File: config.mk
export PLATFORM = sky130hd
export DESIGN_NAME = rcr_span
export DESIGN_NICKNAME = d
export VERILOG_FILES = /design/src/hdl/rcr_pkg.sv /design/src/hdl/rcr_span.sv
export SDC_FILE = /design/constraint.sdc
export NUM_CORES = 1
export LEC_CHECK = 0
export ABC_AREA = 1
export ABC_CLOCK_PERIOD_IN_PS = 3100
export BUFFER_PORTS_ARGS = -buffer_cell sky130_fd_sc_hd__buf_2
export CORE_MARGIN = 3
export CORE_UTILIZATION = 40
export DETAILED_ROUTE_END_ITERATION = 6
export PLACE_DENSITY = 0.66
export SLEW_MARGIN = 10
export SYNTH_ARGS = -nofsm -noshare
export SYNTH_HDL_FRONTEND = slang
export SYNTH_SLANG_ARGS = --single-unit
File: constraint.sdc
create_clock -name vclk -period 3.1
set_input_delay 0.155 -clock vclk [all_inputs]
set_output_delay 0.155 -clock vclk [all_outputs]
set_load 0.02 [all_outputs]
File: src/hdl/rcr_pkg.sv
// ============================================================================
// rcr_pkg: shared definitions for the rectangle canvas rasterizer
// Field widths, command and register codes, default sizes and the span
// test result that passes between the sequencer and the coverage unit.
// ============================================================================
package rcr_pkg;

    // Fixed field widths of the stream items and configuration registers.
    localparam int POS_W    = 19;   // signed corner coordinate
    localparam int END_W    = 20;   // corner plus size, signed
    localparam int SIZE_W   = 18;   // unsigned rectangle size
    localparam int CHAR_W   = 8;
    localparam int RD_W     = 8;    // read row and read column
    localparam int CMD_W    = 2;
    localparam int CFG_W    = 9;
    localparam int CFG_IDX_W = 2;

    // Default build sizes.
    localparam int DEFAULT_MAX_COLS  = 256;
    localparam int DEFAULT_MAX_ROWS  = 256;
    localparam int DEFAULT_FRAC_BITS = 8;

    // Command codes carried in the input tuser.
    localparam logic [CMD_W-1:0] CMD_CLEAR = 2'd0;
    localparam logic [CMD_W-1:0] CMD_DRAW  = 2'd1;
    localparam logic [CMD_W-1:0] CMD_READ  = 2'd2;

    // Configuration register indexes.
    localparam logic [CFG_IDX_W-1:0] CFG_CANVAS_WIDTH  = 2'd0;
    localparam logic [CFG_IDX_W-1:0] CFG_CANVAS_HEIGHT = 2'd1;
    localparam logic [CFG_IDX_W-1:0] CFG_BACKGROUND    = 2'd2;

    // Register reset values.
    localparam logic [CFG_W-1:0]  RESET_CANVAS_WIDTH  = 9'd256;
    localparam logic [CFG_W-1:0]  RESET_CANVAS_HEIGHT = 9'd256;
    localparam logic [CHAR_W-1:0] RESET_BACKGROUND    = 8'd32;

    // Coverage of one coordinate by a span.
    typedef struct packed {
        logic in_range;   // start <= coord and coord < trunc(end)
        logic on_edge;    // coord is trunc(start) or trunc(end) - 1
    } span_t;

endpackage

File: src/hdl/rcr_span.sv
// ============================================================================
// rcr_span: span coverage unit
// Tests one integer coordinate against a fixed-point span given by its
// start and its end (start plus size), for both filled and outline rules.
// ============================================================================
module rcr_span #(
    parameter int PW        = 8,
    parameter int FRAC_BITS = rcr_pkg::DEFAULT_FRAC_BITS
) (
    input  logic [PW-1:0]                    coord,
    input  logic signed [rcr_pkg::POS_W-1:0] span_start,
    input  logic signed [rcr_pkg::END_W-1:0] span_end,
    output rcr_pkg::span_t                   result
);

    localparam int CW = (PW + FRAC_BITS + 3 > rcr_pkg::END_W + 2) ?
                        PW + FRAC_BITS + 3 : rcr_pkg::END_W + 2;

    logic signed [CW-1:0] step;
    logic signed [CW-1:0] lo;
    logic signed [CW-1:0] hi;
    logic signed [CW-1:0] hi2;
    logic signed [CW-1:0] s;
    logic signed [CW-1:0] e;
    logic                 start_edge;
    logic                 end_edge;

    // c < trunc(end) is the same as (c + 1) * 2^F <= end for c >= 0,
    // which holds for negative ends as well, so no truncation is needed.
    always_comb
    begin
        step = $signed(CW'(1)) <<< FRAC_BITS;
        lo   = $signed({{(CW-PW){1'b0}}, coord}) <<< FRAC_BITS;
        hi   = lo + step;
        hi2  = hi + step;
        s    = {{(CW-rcr_pkg::POS_W){span_start[rcr_pkg::POS_W-1]}}, span_start};
        e    = {{(CW-rcr_pkg::END_W){span_end[rcr_pkg::END_W-1]}}, span_end};

        // A start just below zero truncates to column zero.
        start_edge = ((lo <= s) && (s < hi)) ||
                     ((coord == '0) && (s < 0) && ((s + step) > 0));
        end_edge   = (hi <= e) && (e < hi2);

        result.in_range = (lo >= s) && (hi <= e);
        result.on_edge  = start_edge || end_edge;
    end

endmodule

* After elaboration in Yosys (flattened, before gate mapping)
Cells that the tools add are included.
** Storage, ports and cells
- Flip-flop bits (word level) :: 0
- Logic and storage cells :: 18
- Output and inout port bits :: 2
** Cells by class
- Reduce and logical (&&, ||, !) cells :: 8
- $add $sub $neg :: 3
- Magnitude comparators :: 7
** Operator list (number)
- $add 19x10->20 const B :: 1
- $gt 20x1->1 const B :: 1
- $le 18x20->1 :: 1
- $lt 20x19->1 :: 1
- $ge 17x19->1 :: 1
- $le 17x19->1 :: 1
- $lt 19x1->1 const B :: 1
- $lt 19x18->1 :: 1
- $add 17x9->18 const B :: 1
- $add 16x9->17 const B :: 1
- $logic_not 8->1 :: 1
- $logic_and 1x1->1 :: 5
- $logic_or 1x1->1 :: 2

* Depth between registers and ports, before layout
- Depth after elaboration :: 5
- Gate-level depth with buffers :: 16

* Least setup slack after synthesis
Ideal clock, no wire load.
- Path kind :: input-to-output
- Start :: in coord[0]
- End :: out result[0] (netlist bit)
- Path slack :: 735 ps
- Required time :: 2945 ps
- Data arrival time :: 2210 ps
- Stages :: 16
- Cell sequence :: inv_1 -> ha_1 -> inv_1 -> nor3_2 -> nand2_1 -> nor2_2 -> nand3_1 -> xor2_1 -> ha_1 -> nand2_1 -> nor3_1 -> nand2_1 -> nand4_1 -> nand2_1 -> a21oi_1 -> nand2_1
** RTL lines
- start, declared :: RTL line rcr_span.sv:10 : input logic [PW-1:0] coord,
- end, declared :: RTL line rcr_span.sv:13 : output rcr_pkg::span_t result

==> impl_metrics.csv <==
group,metric,value,unit
outcome,status,"finished, final reports clean",
die,io_pins,49,
routing,drt_iter0_drc,68,
routing,routed_wl,3560,um
critical_path,critPathTopFamily,"simple AND/OR/NAND/NOR gates",
cells_and_area,nClkBuffers,0,
die,initial_core_util,44.1,%
critical_path,end_kind,"primary output",
synth,syn_area,1410,um2
worst_hold_path,hold_class,"in -> out",
sta,maxSlewViolCount,0,
synth,yosys_warnings,0,
critical_path,slowest_delay,0.34,ns
placed_design,io_buffer_count,49,
pwr,ir_drop,0.0686,mV
cells_and_area,diodes,0,
global_routing,grt_pass1_wl,6470,um
sta,rsz0062_at_grt,"no",
global_routing,track_usage,18.3,%
synth,synth_area_leader_cell,"ha_1",
cells_and_area,final_nets,367,
die,dieArea,4280,um2
global_routing,grt_max_degree,8,
cells_and_area,nFlopsAndLatches,0,
worst_hold_path,min_to,"result[0]",
critical_path,crit_fanout,6,
sta,fin_crit,2.81,ns
placed_design,dp_hpwl,3280,um
cells_and_area,area_delta_synth_final,23.3,%
cts,post-cts-setup-buffers,0,
critical_path,path_buf_inv,4,
pwr,p_leak,0.992,nW
routing,routedWlPerCell,11.0,um
critical_path,crit_slowest_cell,"ha_1",
global_routing,grt_pass1_vias,1510,
synth,synth_area_per_cell,6.16,um2
critical_path,crit_path_start_kind,"input pin",
cts,cts-hold-fix-buffers,0,
die,core,3200,um2
die,rows,20,
routing,drc_errors,0,
global_routing,antenna_found_initial,0,
synth,syn_nets,313,
critical_path,crit_type,"in -> out",
critical_path,arrival,2.65,ns
synth,synth_cell_types,28,
global_routing,overflow,0,
worst_hold_path,hp-start,"span_start[18]",
die,die_y,65.4,um
cells_and_area,instances_no_fill,325,
die,fp.dieW,65.4,um
critical_path,cp_common_cell,"nand2_1",
placed_design,dpl.cell_count,325,
routing,via_per_inst,4.97,
routing,postRouteAntennaNets,0,
cells_and_area,seqCellArea,0,um2
synth,synth.top_cell.area_share,32.8,%
sta,fin_crit_sh,90.6,%
sta,setup_viol,0,
critical_path,crit_chain,"buf_2, inv_2, ha_1, inv_1, nor3_4, nand2_1, nor2_2, nand3_1, xor2_1, ha_1, nand2_1, nor3_1, nand2_1, nand4_1, nand2_1, a21oi_1, nand2_1, buf_2",
run,maxCapViolCount,0,
sta,setup_tns,0,ns
routing,first_pass_iters,4,
sta,final_hold_viol_count,0,
cells_and_area,final_layout_size_suffix_gt1_share,22.8,%
pwr,p_per_area,125,nW/um2
worst_hold_path,min_path_cells,6,
cells_and_area,fillers,361,
synth,yosys-top-cells-area,"ha_1 33%, nand2_1 11%, inv_1 11%",
routing,vias,1614,
cells_and_area,multi_input_comb_area,1260,um2
placed_design,place_congestion,0.882,
critical_path,crit_required,2.94,ns
synth,ys_seq_area_share,0,%
sta,fmax,0.356,GHz
synth,netlist_instances,229,
[Yosys cell counts, types with 2 or more instances]
cell type	count
a21oi_1	16
ha_1	37
inv_1	40
inv_2	2
nand2_1	41
nand3_1	20
nand3_2	2
nand4_1	9
nor2_1	16
nor2_2	3
nor3_1	8
nor4_1	5
o21ai_0	7
xnor2_1	2
xor2_1	8
[cells by family after synthesis]
| family | Yosys count | share of synthesized area (%) |
|---|---|---|
| compound gates | 27 | 10.2 |
| xor+xnor | 11 | 7.36 |
| fa+ha+maj | 37 | 32.8 |
| buf+inv | 42 | 11.2 |
| other cells | 1 | 0.266 |
| simple gates | 111 | 38.2 |
[cells in the final DEF (no fill, tap or decap), types with 2 or more instances in the layout]
| master | n |
|---|---|
| buf_4 | 3 |
| xnor2_1 | 2 |
| inv_2 | 3 |
| nand2_1 | 41 |
| inv_1 | 39 |
| ha_1 | 37 |
| buf_2 | 49 |
| o21ai_0 | 7 |
| xor2_1 | 8 |
| a21oi_1 | 16 |
| nand3_1 | 20 |
| nor3_1 | 8 |
| nand4_1 | 9 |
| nor4_1 | 5 |
| nor2_1 | 16 |
| nor2_2 | 3 |
| nand3_2 | 2 |
[how the worst max path moves through the flow]
stage | startpoint | end | slack, ns | cells after the start
floorplan | coord[0] | result[0] | 0.73 | 16
global placement | coord[0] | result[0] | 0.30 | 18
detailed placement | coord[0] | result[0] | 0.21 | 18
CTS | coord[0] | result[0] | 0.20 | 18
global route | coord[0] | result[0] | 0.07 | 18
finish | coord[0] | result[0] | 0.29 | 18
[timing repair]
action / CTS / global route
gates resized for setup: 0 / 2
endpoints found under the hold margin: 0 / 0
setup endpoints to repair: 0 / 1
[metrics by stage]
stage	total power, mW	hold slack [ns]	util [%]	cell area [um2]	worst slack, ns
detailed placement	0.215	0.786	54.1	1730	0.207
global placement	0.214	0.787	54.1	1730	0.297
CTS	0.216	0.787	54.1	1730	0.203
finish	0.217	0.789	54.3	1740	0.292
floorplan	0.135	0.589	-	1410	0.735
global route	0.256	0.826	54.3	1740	0.0666
[metal layers]
metal  part of all wire (%)  track usage (%)  wire, um  vias up
met5                      0                0         0        -
met4                      0                0         0        0
met3                    4.2            0.342       150        0
met2                     45             31.5      1610       35
met1                     51             26.9      1810      703
li1                       -                -         -      876
[report_power, final]
part / leakage, nW / internal, mW / switching (mW) / total [mW]
clock: 0 / 0 / 0 / 0
sequential: 0 / 0 / 0 / 0
combinational: 0.992 / 0.0917 / 0.125 / 0.217
total: 0.992 / 0.0917 / 0.125 / 0.217
[final cells by class]
class,count,share of cell area [%]
tap,44,3.16
inverter,42,9.06
multi-input combinational,187,72.4
timing repair buffer,52,15.4
No activity file was read; power rests on OpenSTA's default activity.
